**config.mk**
```make
export PLATFORM = sky130hd
export DESIGN_NAME = av_packet_deframer
export DESIGN_NICKNAME = d
export VERILOG_FILES = /design/src/rtl/avpd_pkg.sv /design/src/rtl/av_packet_deframer.sv /design/src/rtl/avpd_parser.sv
export VERILOG_INCLUDE_DIRS = /design/src /design/src/rtl
export SDC_FILE = /design/constraint.sdc
export NUM_CORES = 1
export LEC_CHECK = 0
export BUFFER_PORTS_ARGS = -buffer_cell sky130_fd_sc_hd__buf_4
export CORE_ASPECT_RATIO = 1.25
export CORE_MARGIN = 2
export CORE_UTILIZATION = 60
export CTS_CLUSTER_DIAMETER = 50
export DETAILED_ROUTE_END_ITERATION = 7
export GPL_TIMING_DRIVEN = 0
export PLACE_DENSITY = 0.81
export SLEW_MARGIN = 20
export SYNTH_ARGS = -nofsm -noshare
export SYNTH_HDL_FRONTEND = slang
export SYNTH_SLANG_ARGS = --single-unit
```
**constraint.sdc**
```tcl
create_clock -name i_clk -period 6.2 [get_ports i_clk]
set_input_delay 0.62 -clock i_clk [delete_from_list [all_inputs] [get_ports i_clk]]
set_output_delay 0.62 -clock i_clk [all_outputs]
set_load 0.01 [all_outputs]
```
**src/rtl/av_packet_deframer_assert.svh**
```systemverilog
// assertion macros for the packet deframer
`ifndef AV_PACKET_DEFRAMER_ASSERT_SVH
`define AV_PACKET_DEFRAMER_ASSERT_SVH

`ifndef SYNTHESIS

`define AVPD_ASSERT_SAME(label, clk, rst_n, ante, cons) \
    label: assert property (@(posedge clk) disable iff (!rst_n) (ante) |-> (cons)) \
        else $error("deframer check failed: same-cycle implication");

`define AVPD_ASSERT_NEXT(label, clk, rst_n, ante, cons) \
    label: assert property (@(posedge clk) disable iff (!rst_n) (ante) |=> (cons)) \
        else $error("deframer check failed: next-cycle implication");

`else

`define AVPD_ASSERT_SAME(label, clk, rst_n, ante, cons)

`define AVPD_ASSERT_NEXT(label, clk, rst_n, ante, cons)

`endif

`endif

```
**src/rtl/avpd_pkg.sv**
```systemverilog
// shared types and constants for the packet deframer
package avpd_pkg;

    localparam int unsigned BYTE_W      = 8;
    localparam int unsigned PT_W        = 7;
    localparam int unsigned KIND_W      = 4;
    localparam int unsigned POS_W       = 5;
    localparam int unsigned LEN_W       = 16;
    localparam int unsigned SEQ_OUT_W   = 32;
    localparam int unsigned MAGIC_LEN   = 4;
    localparam int unsigned M_TDATA_W   = 56;
    localparam int unsigned M_TUSER_W   = 8;

    localparam logic [BYTE_W-1:0] MAGIC [MAGIC_LEN] = '{8'h30, 8'h31, 8'h63, 8'h64};

    localparam logic [POS_W-1:0] POS_MAGIC_END = 5'd4;
    localparam logic [POS_W-1:0] POS_PT        = 5'd5;
    localparam logic [POS_W-1:0] POS_KIND      = 5'd15;
    localparam logic [POS_W-1:0] LOFF_SHORT    = 5'd16;
    localparam logic [POS_W-1:0] LOFF_AUDIO    = 5'd24;
    localparam logic [POS_W-1:0] LOFF_DEFAULT  = 5'd28;

    localparam logic [KIND_W-1:0] KIND_VIDEO_MAX = 4'h2;
    localparam logic [KIND_W-1:0] KIND_AUDIO     = 4'h3;
    localparam logic [KIND_W-1:0] KIND_SHORT     = 4'h4;

    localparam logic CH_VIDEO = 1'b0;
    localparam logic CH_AUDIO = 1'b1;

    typedef struct packed {
        logic                 magic_error;
        logic [SEQ_OUT_W-1:0] packet_seq;
        logic [PT_W-1:0]      codec_pt;
        logic [PT_W-1:0]      payload_kind;
        logic                 last_of_packet;
        logic                 first_of_packet;
        logic                 channel;
        logic [BYTE_W-1:0]    payload_byte;
    } t_result;

    function automatic logic [POS_W-1:0] len_offset(input logic [KIND_W-1:0] kind);
        logic [POS_W-1:0] off;
        unique case (kind)
            KIND_SHORT: off = LOFF_SHORT;
            KIND_AUDIO: off = LOFF_AUDIO;
            default:    off = LOFF_DEFAULT;
        endcase
        return off;
    endfunction

endpackage

```
**src/rtl/av_packet_deframer.sv**
```systemverilog
// top level of the byte-stream packet deframer with input and result registers
// a byte's result passes the input register and then the result register to m_axis
// throughput: one byte per cycle unless m_axis stalls, limited by the single-byte parser state update
// backpressure stalls the input register only while the result register is held
// reset is synchronous and active low and clears all parser and handshake state
// a magic mismatch emits one error result, then bytes are swallowed until reset
module av_packet_deframer
    import avpd_pkg::*;
#(
    parameter int unsigned SEQ_BITS = 32
) (
    input  logic                 i_clk,
    input  logic                 i_rst_n,
    input  logic                 s_axis_tvalid,
    output logic                 s_axis_tready,
    input  logic [BYTE_W-1:0]    s_axis_tdata,   // data_byte
    output logic                 m_axis_tvalid,
    input  logic                 m_axis_tready,
    output logic [M_TDATA_W-1:0] m_axis_tdata,   // payload_byte, first_of_packet,
                                                 // codec_pt, packet_seq, magic_error
    output logic [M_TUSER_W-1:0] m_axis_tuser,   // channel, payload_kind
    output logic                 m_axis_tlast    // last_of_packet
);

    logic              r_in_valid;
    logic [BYTE_W-1:0] r_in_byte;
    logic              r_out_valid;
    t_result           r_out;

    logic              advance;
    logic              res_valid;
    t_result           res;

    assign advance       = !r_out_valid || m_axis_tready;
    assign s_axis_tready = !r_in_valid || advance;

    avpd_parser #(
        .SEQ_BITS(SEQ_BITS)
    ) u_parser (
        .i_clk      (i_clk),
        .i_rst_n    (i_rst_n),
        .i_valid    (r_in_valid && advance),
        .i_byte     (r_in_byte),
        .o_res_valid(res_valid),
        .o_res      (res)
    );

    always_ff @(posedge i_clk) begin
        if (!i_rst_n) begin
            r_in_valid  <= 1'b0;
            r_out_valid <= 1'b0;
        end else begin
            if (s_axis_tvalid && s_axis_tready) begin
                r_in_valid <= 1'b1;
            end else if (advance) begin
                r_in_valid <= 1'b0;
            end
            if (advance) begin
                r_out_valid <= r_in_valid && res_valid;
            end
        end
    end

    always_ff @(posedge i_clk) begin
        if (s_axis_tvalid && s_axis_tready) begin
            r_in_byte <= s_axis_tdata;
        end
        if (advance) begin
            r_out <= res;
        end
    end

    assign m_axis_tvalid = r_out_valid;
    assign m_axis_tlast  = r_out.last_of_packet;
    assign m_axis_tuser  = {r_out.payload_kind, r_out.channel};
    assign m_axis_tdata  = M_TDATA_W'({r_out.magic_error, r_out.packet_seq, r_out.codec_pt,
                                       r_out.first_of_packet, r_out.payload_byte});

endmodule

```
**src/rtl/avpd_parser.sv**
```systemverilog
// header parser, body sequencing and result forming for the packet deframer
`include "av_packet_deframer_assert.svh"

module avpd_parser
    import avpd_pkg::*;
#(
    parameter int unsigned SEQ_BITS = 32
) (
    input  logic              i_clk,
    input  logic              i_rst_n,
    input  logic              i_valid,
    input  logic [BYTE_W-1:0] i_byte,
    output logic              o_res_valid,
    output t_result           o_res
);

    localparam int unsigned SeqPadW = (SEQ_BITS >= SEQ_OUT_W) ? SEQ_BITS : SEQ_OUT_W;

    logic [POS_W-1:0]    r_hdr_pos, n_hdr_pos;
    logic                r_in_body, n_in_body;
    logic [LEN_W-1:0]    r_remaining, n_remaining;
    logic [BYTE_W-1:0]   r_len_high, n_len_high;
    logic [KIND_W-1:0]   r_kind, n_kind;
    logic [PT_W-1:0]     r_pt, n_pt;
    logic [PT_W-1:0]     r_codec, n_codec;
    logic                r_codec_seen, n_codec_seen;
    logic [SEQ_BITS-1:0] r_count, n_count;
    logic                r_halted, n_halted;
    logic                r_first, n_first;

    logic [POS_W-1:0]    loff;
    logic [LEN_W-1:0]    hdr_len;
    logic                is_video;
    logic                is_audio;
    logic [SeqPadW-1:0]  seq_pad;

    assign loff     = len_offset(r_kind);
    assign hdr_len  = {r_len_high, i_byte};
    assign is_video = (r_kind <= KIND_VIDEO_MAX);
    assign is_audio = (r_kind == KIND_AUDIO);
    assign seq_pad  = SeqPadW'(r_count);

    always_comb begin
        n_hdr_pos    = r_hdr_pos;
        n_in_body    = r_in_body;
        n_remaining  = r_remaining;
        n_len_high   = r_len_high;
        n_kind       = r_kind;
        n_pt         = r_pt;
        n_codec      = r_codec;
        n_codec_seen = r_codec_seen;
        n_count      = r_count;
        n_halted     = r_halted;
        n_first      = r_first;
        o_res_valid  = 1'b0;
        o_res        = '0;
        if (i_valid && !r_halted) begin
            if (!r_in_body) begin
                if ((r_hdr_pos < POS_MAGIC_END) && (i_byte != MAGIC[r_hdr_pos[1:0]])) begin
                    n_halted          = 1'b1;
                    o_res_valid       = 1'b1;
                    o_res.magic_error = 1'b1;
                end else begin
                    if (r_hdr_pos == POS_PT) begin
                        n_pt = i_byte[PT_W-1:0];
                    end
                    if (r_hdr_pos == POS_KIND) begin
                        n_kind = i_byte[BYTE_W-1:BYTE_W-KIND_W];
                    end
                    if (r_hdr_pos == loff) begin
                        n_len_high = i_byte;
                    end
                    if (r_hdr_pos == loff + POS_W'(1)) begin
                        n_remaining = hdr_len;
                        n_hdr_pos   = '0;
                        if (is_audio && !r_codec_seen) begin
                            n_codec      = r_pt;
                            n_codec_seen = 1'b1;
                        end
                        if (hdr_len == '0) begin
                            if (is_video) begin
                                n_count = r_count + SEQ_BITS'(1);
                            end
                        end else begin
                            n_in_body = 1'b1;
                            n_first   = 1'b1;
                        end
                    end else begin
                        n_hdr_pos = r_hdr_pos + POS_W'(1);
                    end
                end
            end else begin
                n_first     = 1'b0;
                n_remaining = r_remaining - LEN_W'(1);
                if (r_remaining == LEN_W'(1)) begin
                    n_in_body = 1'b0;
                    if (is_video) begin
                        n_count = r_count + SEQ_BITS'(1);
                    end
                end
                if (is_video || is_audio) begin
                    o_res_valid           = 1'b1;
                    o_res.payload_byte    = i_byte;
                    o_res.channel         = is_audio ? CH_AUDIO : CH_VIDEO;
                    o_res.first_of_packet = r_first;
                    o_res.last_of_packet  = (r_remaining == LEN_W'(1));
                    o_res.payload_kind    = r_pt;
                    o_res.codec_pt        = r_codec;
                    o_res.packet_seq      = seq_pad[SEQ_OUT_W-1:0];
                end
            end
        end
    end

    always_ff @(posedge i_clk) begin
        if (!i_rst_n) begin
            r_hdr_pos    <= '0;
            r_in_body    <= 1'b0;
            r_remaining  <= '0;
            r_len_high   <= '0;
            r_kind       <= '0;
            r_pt         <= '0;
            r_codec      <= '0;
            r_codec_seen <= 1'b0;
            r_count      <= '0;
            r_halted     <= 1'b0;
            r_first      <= 1'b0;
        end else begin
            r_hdr_pos    <= n_hdr_pos;
            r_in_body    <= n_in_body;
            r_remaining  <= n_remaining;
            r_len_high   <= n_len_high;
            r_kind       <= n_kind;
            r_pt         <= n_pt;
            r_codec      <= n_codec;
            r_codec_seen <= n_codec_seen;
            r_count      <= n_count;
            r_halted     <= n_halted;
            r_first      <= n_first;
        end
    end

    `AVPD_ASSERT_NEXT(a_halt_sticky, i_clk, i_rst_n, r_halted, r_halted)
    `AVPD_ASSERT_SAME(a_body_nonzero, i_clk, i_rst_n, r_in_body, r_remaining != '0)
    `AVPD_ASSERT_SAME(a_hdr_pos_range, i_clk, i_rst_n, !r_in_body, r_hdr_pos <= LOFF_DEFAULT + POS_W'(1))
    `AVPD_ASSERT_NEXT(a_err_halts, i_clk, i_rst_n, o_res_valid && o_res.magic_error, r_halted)
    `AVPD_ASSERT_SAME(a_first_in_body, i_clk, i_rst_n, r_first, r_in_body)

endmodule

```
**After elaboration in Yosys (flattened, before gate mapping)**

Cells that the tools add are included.

- Add/subtract/negate cells: 4
- Order comparisons: 3
- Eq/ne operators: 11
- Mux-type cells: 30
- Bitwise gates (word level): 4
- Reduce and logical (&&, ||, !) cells: 28

Operator list:

| kind | number |
|---|---|
| 32-bit two-way mux | 6 |
| 16-bit two-way mux | 3 |
| 32-bit by 1-bit adder with 32-bit output (second input constant) | 1 |
| 8-bit binary-select mux with 2-bit select | 1 |
| 16-bit by 1-bit == test with 1-bit output (second input constant) | 1 |
| 16-bit logical NOT | 1 |
| 1-bit two-way mux | 16 |
| 8-bit two-way mux | 2 |
| 4-bit AND reduction | 4 |
| 16-bit by 1-bit subtractor with 16-bit output (second input constant) | 1 |
| 3-bit AND reduction | 4 |
| 5-bit by 1-bit adder with 5-bit output (second input constant) | 2 |
| 5-bit == test | 2 |
| 5-bit AND reduction | 2 |
| 8-bit inequality test | 1 |
| 4-bit case mux with 2 select lines | 1 |
| 1-bit logical AND | 6 |
| 2-bit nonzero test | 3 |
| 5-bit by 3-bit == test with 1-bit output (second input constant) | 1 |
| 5-bit by 4-bit == test with 1-bit output (second input constant) | 1 |
| 5-bit by 3-bit < comparator with 1-bit output (second input constant) | 1 |
| 5-bit two-way mux | 1 |
| 4-bit by 2-bit == test with 1-bit output (second input constant) | 1 |
| 4-bit by 3-bit == test with 1-bit output (second input constant) | 1 |
| 9 further kinds | 17 |

- Register bits: 151
- Input port bits: 12

**Logic depth before layout (Yosys ltp)**

Gate-level depths: netlist of the first run.

- Depth in word-level cells: 10
- Mapped depth: 9

**Modules after synthesis**

From an unflattened synthesis of the first run, not the netlist that was laid out.

- Cell total of the unflattened synthesis: 670
- Area total of the unflattened synthesis: 6961.7 um^2

Modules (own cells, without submodules):

| module | instances | cells each | area each (um^2) | seq. area each (um^2) |
|---|---|---|---|---|
| avpd_parser | 1 | 584 | 4814.6 | 1661.6 |
| av_packet_deframer | 1 | 86 | 2147.1 | 2021.9 |

**Worst setup path before layout of the first run**

No wires, ideal clock.

- Kind: input to register
- From: input m_axis_tready
- To: register r_out, in the netlist m_axis_tdata[0] (data pin)
- Setup time: 0.131 ns
- Data arrival time: 3.161 ns
- Data required time: 6.069 ns
- Path slack: 2.908 ns
- Stages: 8
- Path buffers: 2
- Cell sequence: nor2b_1 inv_1 and2_1 clkbuf_2 nand2_1 nor3_2 clkbuf_1 and2_1

- Word-level cells in the longest chain between the ends: 4

RTL lines:

| element | line | RTL |
|---|---|---|
| from (decl) | av_packet_deframer.sv:18 | `input logic m_axis_tready,` |
| 1-bit logical OR | av_packet_deframer.sv:34 | `assign advance = !r_out_valid \|\| m_axis_tready;` |
| net advance | av_packet_deframer.sv:30 | `logic advance;` |
| 1-bit logical AND | av_packet_deframer.sv:42 | `.i_valid (r_in_valid && advance),` |
| 1-bit logical AND | avpd_parser.sv:57 | `if (i_valid && !r_halted) begin` |
| 3-bit AND reduction (no line) | - |  |
| to (signal assigned) | av_packet_deframer.sv:69 | `r_out <= res;` |
| to (decl) | av_packet_deframer.sv:28 | `t_result r_out;` |

The timed path passes the listed nets, and every way through them passes these cells.
A chain may end at the register's enable or synchronous reset.

**Worst setup path after layout of the first run**

- From: register r_out_valid (netlist: m_axis_tvalid)
- To: register r_out, in the netlist m_axis_tdata[46] (data pin)

- Word-level cells in the longest chain between the ends: 5

RTL lines:

| element | line | RTL |
|---|---|---|
| from (decl) | av_packet_deframer.sv:27 | `logic r_out_valid;` |
| from (signal assigned) | av_packet_deframer.sv:59 | `r_out_valid <= r_in_valid && res_valid;` |
| 1-bit logical NOT | av_packet_deframer.sv:34 |  |
| 1-bit logical OR | av_packet_deframer.sv:34 |  |
| net advance | av_packet_deframer.sv:30 |  |
| 1-bit logical AND | av_packet_deframer.sv:42 |  |
| 1-bit logical AND | avpd_parser.sv:57 |  |
| 3-bit AND reduction (no line) | - |  |

The timed path passes the listed nets, and every way through them passes these cells.

==> flow_summary.json, run 1 <==
{
  "outcome": "complete, no violations",
  "ys_ff_latch": 151,
  "setup_viol": 0,
  "fin_setup_tns_ns": 0,
  "cts_setup_buffers": 0,
  "seq_area_frac_synth": 0.513,
  "syn_area_sq_mm": 0.00719,
  "layout_setup_ws_ns": 2.96,
  "finalHoldViolations": 0,
  "synth_top_flop_cell": "dfxtp_1",
  "num-nets-final": 812,
  "holdCritPathClass": "in2reg",
  "dieArea_sq_mm": 0.0129,
  "synth.top_cells.by_count": "86 x nand2_1, 85 x dfxtp_1, 66 x edfxtp_1",
  "top_level_ports": 79,
  "cp-start-kind": "register",
  "skew_ns": 0.00964,
  "cts_resized": 0,
  "yosysWarnings": 0,
  "rsz0062_at_grt": "false",
  "row_count": 44,
  "path_buf_inv": 3,
  "post-synth-top-area-cell": "edfxtp_1",
  "area_growth_pct": 18.8,
  "slowest_delay_ns": 0.67,
  "r2r_cells": 8,
  "cp_cell_sequence": "nor2b_1 > inv_4 > and2_1 > clkbuf_2 > nand2_1 > nor3_2 > clkbuf_1 > and2_1",
  "ir_drop_uv": 177,
  "ctsHtreeMaxLevel": 4,
  "path_clk_slew_ns": 0.06,
  "p_leak_uw": 0.00327,
  "place_ws_ns": 2.61,
  "cts_sinks": 151,
  "cts_tree": "built",
  "cts_root_buf": "clkbuf_16",
  "path_class": "reg2reg",
  "synth_top_area_share": 0.276,
  "holdPathStages": 1,
  "wl_mm": 18.5,
  "synthArstFlopShare": 0,
  "pwr_density_cell_mw_per_mm2": 259,
  "rrSetupSlack_ns": 2.96,
  "synth-edff-count": 66,
  "cp_slowest_cell": "nor3_2",
  "cts_buffers": 17,
  "grt_use_total": 0.293,
  "critical_path_depth": 8,
  "avgRoutedWirePerCell_um": 19.1,
  "avgSynthCellArea_sq_um": 10.3,
  "grt_pass1_wl_mm": 29.4,
  "cp.required_ns": 6.50,
  "worstMarginPinSlew_ns": 1.22,
  "drtIter0Drc": 571,
  "clk_latency_ns": 0.43,
  "slew_headroom": 0.182,
  "fp.dieH_um": 126,
  "overflow": 0,
  "via_count": 6054,
  "antenna_cells": 0,
  "synth_area_leaders": "edfxtp_1 28%, dfxtp_1 24%, mux2i_1 5.9%",
  "crit_fanout": 62,
  "clock_path_buffers": 2,
  "drc": 0,
  "antenna_left": 0,
  "critPathCaptureType": "register",
  "report.final.slew_viol_count": 0,
  "cp_common_cell": "and2_1",
  "drt_first_pass_iters": 6,
  "portBuffers": 71,
  "ctsHoldBuffers": 0,
  "max_freq_mhz": 308,
  "worstPathArrival_ns": 3.54,
  "synth.distinct_cells": 68,
  "fin_crit_sh": 0.523,
  "avgViaCountPerCell": 6.27,
  "syn_inst": 696,
  "dpl.hpwl_mm": 12.8,
  "chipWidth_um": 102,
  "cp_top_family": "simple AND/OR/NAND/NOR gates",
  "grt_max_degree": 63,
  "finish.utilization": 0.731,
  "gp_congestion": 0.934,
  "grt_pass1_vias": 5842,
  "initial_core_util": 0.616,
  "drive_gt1_frac": 0.173,
  "core_sq_mm": 0.0117,
  "period_needed_ns": 3.24,
  "antenna_found_initial": 0,
  "yosysMostFrequentCell": "nand2_1",
  "maxCapViolations": 0
}
## cell families after synthesis
kind of cell | share of synthesized area
simple gates | 0.249
flops | 0.513
compound gates | 0.118
buf+inv | 0.0439
mux | 0.0585
fa+ha+maj | 0.0139
xor+xnor | 0.00366
other cells | 0.000522
## worst paths after layout
path                                       to                        startpoint
min                    r_in_byte[7]$_DFFE_PP_                   s_axis_tdata[7]
max reg2reg    m_axis_tdata[46]$_SDFFCE_PN0P_        m_axis_tvalid$_SDFFE_PN0P_
min reg2reg  u_parser.r_codec[0]$_SDFFE_PN0P_  u_parser.r_codec[0]$_SDFFE_PN0P_
max            m_axis_tdata[46]$_SDFFCE_PN0P_        m_axis_tvalid$_SDFFE_PN0P_
## metrics by stage
step	power (uW)	instance area (sq um)	std cells	hold slack, ns
after global routing	2260	8540	966	0.349
after floorplan	1130	7210	702	0.430
final	2210	8540	966	0.360
after CTS	2210	8540	966	0.355
after detailed placement	1180	7950	934	0.446
after global placement	1180	7940	934	0.443
## registers in the layout, indices dropped and copies added, names as in the netlist
signal / count
m_axis_tdata: 49
m_axis_tlast: 1
m_axis_tuser: 8
m_axis_tvalid: 1
r_in_byte: 8
r_in_valid: 1
u_parser.r_codec: 7
u_parser.r_codec_seen: 1
u_parser.r_count: 32
u_parser.r_first: 1
u_parser.r_halted: 1
u_parser.r_hdr_pos: 5
u_parser.r_in_body: 1
u_parser.r_kind: 4
u_parser.r_len_high: 8
u_parser.r_pt: 7
u_parser.r_remaining: 16
## layout by cell type (no fill, tap or decap), drive strengths merged, types with 3 or more instances in the layout
cell	Yosys	layout
buf	18	89
nand2	86	86
dfxtp	85	85
edfxtp	66	66
and2	56	56
clkbuf	33	50
mux2i	42	42
nand2b	31	31
nor4	29	29
nor2	25	25
nand3	22	22
inv	14	22
nand4	18	18
o41ai	17	17
o311ai	17	17
nor3	15	15
a21oi	14	14
and3	11	11
o21ai	9	9
ha	8	8
o31ai	8	8
o22ai	7	7
conb	1	7
nor2b	5	5
or4	5	5
a31oi	4	4
o32ai	4	4
nor4b	4	4
clkinv	0	4
a21o	3	3
xnor2	3	3
o31a	3	3
nor4bb	3	3
## layout make-up
type,instances,area (sq um)
Tap cell,161,201
Inverter,14,55.1
Clock buffer,17,425
Buffer,51,263
Timing Repair Buffer,71,533
Sequential cell,151,3680
Multi-Input combinational cell,486,3210
Clock inverter,15,165
Fill cell,894,3140
## report_power, final
part / total, uW / leakage, uW / switching (uW) / internal, uW
sequential: 1060 / 0.00146 / 12.2 / 1050
combinational: 94.9 / 0.00152 / 59.6 / 35.3
clock: 1050 / 0.000291 / 445 / 603
total: 2210 / 0.00327 / 517 / 1690
## routing by layer
metal  up-vias  part of all wire  global-route usage
li1       2783                 -                   -
met1      2907              0.39               0.352
met2       299              0.51               0.495
met3        65             0.061              0.0623
met4         0             0.036               0.144
met5         -                 0                   0
Note: power is estimated with default switching activity, not from simulation.
==> run 2: changes to the inputs <==
ABC_AREA = 1   (was not set)
CORE_UTILIZATION = 53   (was 60)
PLACE_DENSITY = 0.76   (was 0.81)
clock period = 2.9 ns   (was 6.2 ns; I/O delays follow)
==> run 2 against run 1 <==
Net effect: critical path depth rose by 1; cell area is 4.1% higher; clock power rose by 110%; power up 110%; clock skew hardly changed; maximum frequency increased by 24%; first-iteration DRC count decreased by 27%; core utilization down 9.1 points; worst hold slack lost 0.34 ns; routed wire length is 1.5% lower; synthesized cell count up 49%; critical path type unchanged; critical endpoint is now u_parser.r_len_high[0]$_SDFFE_PN0P_.
==> flow_summary.json, run 2 <==
{
  "cp_slowest_cell": "inv_4",
  "post-synth-top-area-cell": "edfxtp_1",
  "cts_root_buf": "clkbuf_16",
  "cp.required_ns": 3.27,
  "grt_pass1_wl_mm": 29.5,
  "chipWidth_um": 111,
  "synth_top_area_share": 0.263,
  "antenna_cells": 0,
  "grt_max_degree": 61,
  "dpl.hpwl_mm": 13.3,
  "slowest_delay_ns": 0.57,
  "core_sq_mm": 0.0139,
  "num-nets-final": 1154,
  "seq_area_frac_synth": 0.489,
  "seq_area_sq_mm": 0.00368,
  "holdCritPathClass": "in2reg",
  "area_growth_pct": 17.9,
  "drive_gt1_frac": 0.118,
  "avgRoutedWirePerCell_um": 13.8,
  "cp_common_cell": "nor2_1",
  "top_level_ports": 79,
  "grt_pass1_vias": 6178,
  "total_power_uw": 4630,
  "avgSynthCellArea_sq_um": 7.25,
  "setup_viol": 0,
  "avgViaCountPerCell": 5.06,
  "grt_use_total": 0.245,
  "antenna_left": 0,
  "finalHoldViolations": 0,
  "synth-edff-count": 66,
  "holdPathStages": 1,
  "outcome": "complete, no violations",
  "gp_congestion": 0.939,
  "portBuffers": 70,
  "yosysWarnings": 0,
  "cp_cell_sequence": "inv_1 > nor2_1 > inv_4 > nand3_4 > nor2_1 > nand2_1 > nor2_1 > nor2_1 > nor2_1",
  "worstMarginPinSlew_ns": 0.839,
  "cp-start-kind": "register",
  "drtIter0Drc": 415,
  "synth_area_leaders": "edfxtp_1 26%, dfxtp_1 23%, nor2_1 14%",
  "path_clk_slew_ns": 0.06,
  "ir_drop_uv": 363,
  "rsz0062_at_grt": "false",
  "rrSetupSlack_ns": 0.29,
  "ctsHoldBuffers": 0,
  "cts_tree": "built",
  "largest_reg_flops": 49,
  "cts_buffers": 17,
  "fin_crit_sh": 0.901,
  "mostFrequentLayoutCells": "274 x nor2_1, 240 x nand2_1, 135 x inv_1, 85 x dfxtp_1, 82 x nand3_1",
  "maxCapViolations": 0,
  "worstPathArrival_ns": 2.99,
  "syn_area_sq_mm": 0.00754,
  "cts_sinks": 151,
  "antenna_found_initial": 0,
  "synthArstFlopShare": 0,
  "cts_resized": 0,
  "synth.distinct_cells": 34,
  "drt_first_pass_iters": 5,
  "mostFrequentLayoutCell": "nor2_1",
  "wl_mm": 18.2,
  "syn_inst": 1039,
  "dieArea_sq_mm": 0.0152,
  "skew_ns": 0.00942,
  "multi_input_area_sq_mm": 0.00316,
  "overflow": 0,
  "drc": 0,
  "slew_headroom": 0.436,
  "initial_core_util": 0.543,
  "report.final.slew_viol_count": 0,
  "via_count": 6693,
  "ys_ff_latch": 151,
  "yosysMostFrequentCell": "nor2_1",
  "row_count": 48,
  "synth_top_flop_cell": "dfxtp_1",
  "r2r_cells": 9,
  "period_needed_ns": 2.61,
  "fp.dieH_um": 137,
  "fin_setup_tns_ns": 0,
  "crit_fanout": 60,
  "clock_path_buffers": 2,
  "max_freq_mhz": 383,
  "critPathCaptureType": "register",
  "cts_setup_buffers": 0,
  "p_leak_uw": 0.00410,
  "path_class": "reg2reg",
  "pwr_density_cell_mw_per_mm2": 521,
  "ctsHtreeMaxLevel": 4,
  "synth.top_cells.by_count": "274 x nor2_1, 240 x nand2_1, 135 x inv_1",
  "n_fill_cell": 1241,
  "clk_latency_ns": 0.44
}
run 2: changes by cell type after synthesis, sizes merged, moves of 17 or more:
| cell | change |
|---|---|
| nor2 | +251 |
| nand2 | +155 |
| inv | +124 |
| nand3 | +64 |
| and2 | -56 |
| mux2i | -42 |
| nand2b | -31 |
| nor4 | -28 |
| clkbuf | -22 |
| o21ai | +18 |
| o311ai | -17 |
| o41ai | -17 |
run 2: kinds of logic after synthesis:
kind of cell    Yosys count  share of synthesized area
fa+ha+maj                 8                     0.0133
simple gates            631                      0.343
xor+xnor                 14                     0.0163
compound gates           56                     0.0433
buf+inv                 178                     0.0953
other cells               1                   0.000498
flops                   151                      0.489
run 2: final cells by class:
cell class | instances | share of cell area
inverters | 139 | 0.0590
flip-flops and latches | 151 | 0.415
multi-input cells | 716 | 0.355
plain buffers | 39 | 0.0221
repair buffers | 70 | 0.0591
clock inverters | 8 | 0.0111
well taps | 175 | 0.0246
clock buffers | 24 | 0.0542
run 2: worst max-delay path: cells and delay by family (launching register included):
family	cells	cell delay [ns]
buf+inv	2	0.62
flops	1	0.31
simple gates	7	1.61
run 2: metrics by stage:
stage               utilization  instance area, sq um  std cells  hold slack [ns]  worst slack [ns]
floorplan                     -                  7560       1045            0.389             0.638
global route              0.641                  8890       1322           0.0228            0.0203
finish                    0.641                  8890       1322           0.0242             0.287
CTS                       0.641                  8890       1322           0.0205             0.286
detailed placement        0.599                  8310       1290            0.450             0.268
global placement          0.598                  8300       1290            0.437           -0.0998
run 2: power breakdown:
part	internal (uW)	switching (uW)
registers	2250	22.3
logic	72.1	104
clock network	1330	851
run 2: final timing paths:
| path | startpoint | to |
|---|---|---|
| hold / removal | s_axis_tdata[7] | r_in_byte[7]$_DFFE_PP_ |
| setup reg to reg | m_axis_tvalid$_SDFFE_PN0P_ | u_parser.r_len_high[0]$_SDFFE_PN0P_ |
| setup / recovery | m_axis_tvalid$_SDFFE_PN0P_ | u_parser.r_len_high[0]$_SDFFE_PN0P_ |
| hold reg to reg | u_parser.r_codec_seen$_SDFFE_PN0P_ | u_parser.r_codec_seen$_SDFFE_PN0P_ |
run 2: per-layer routing:
layer  track usage  routed length, um  vias up
met5             0                  0        -
met4         0.127                681        0
met3        0.0537               1040       50
met2         0.432               9090      209
met1         0.281               7400     3018
li1              -                  -     3416
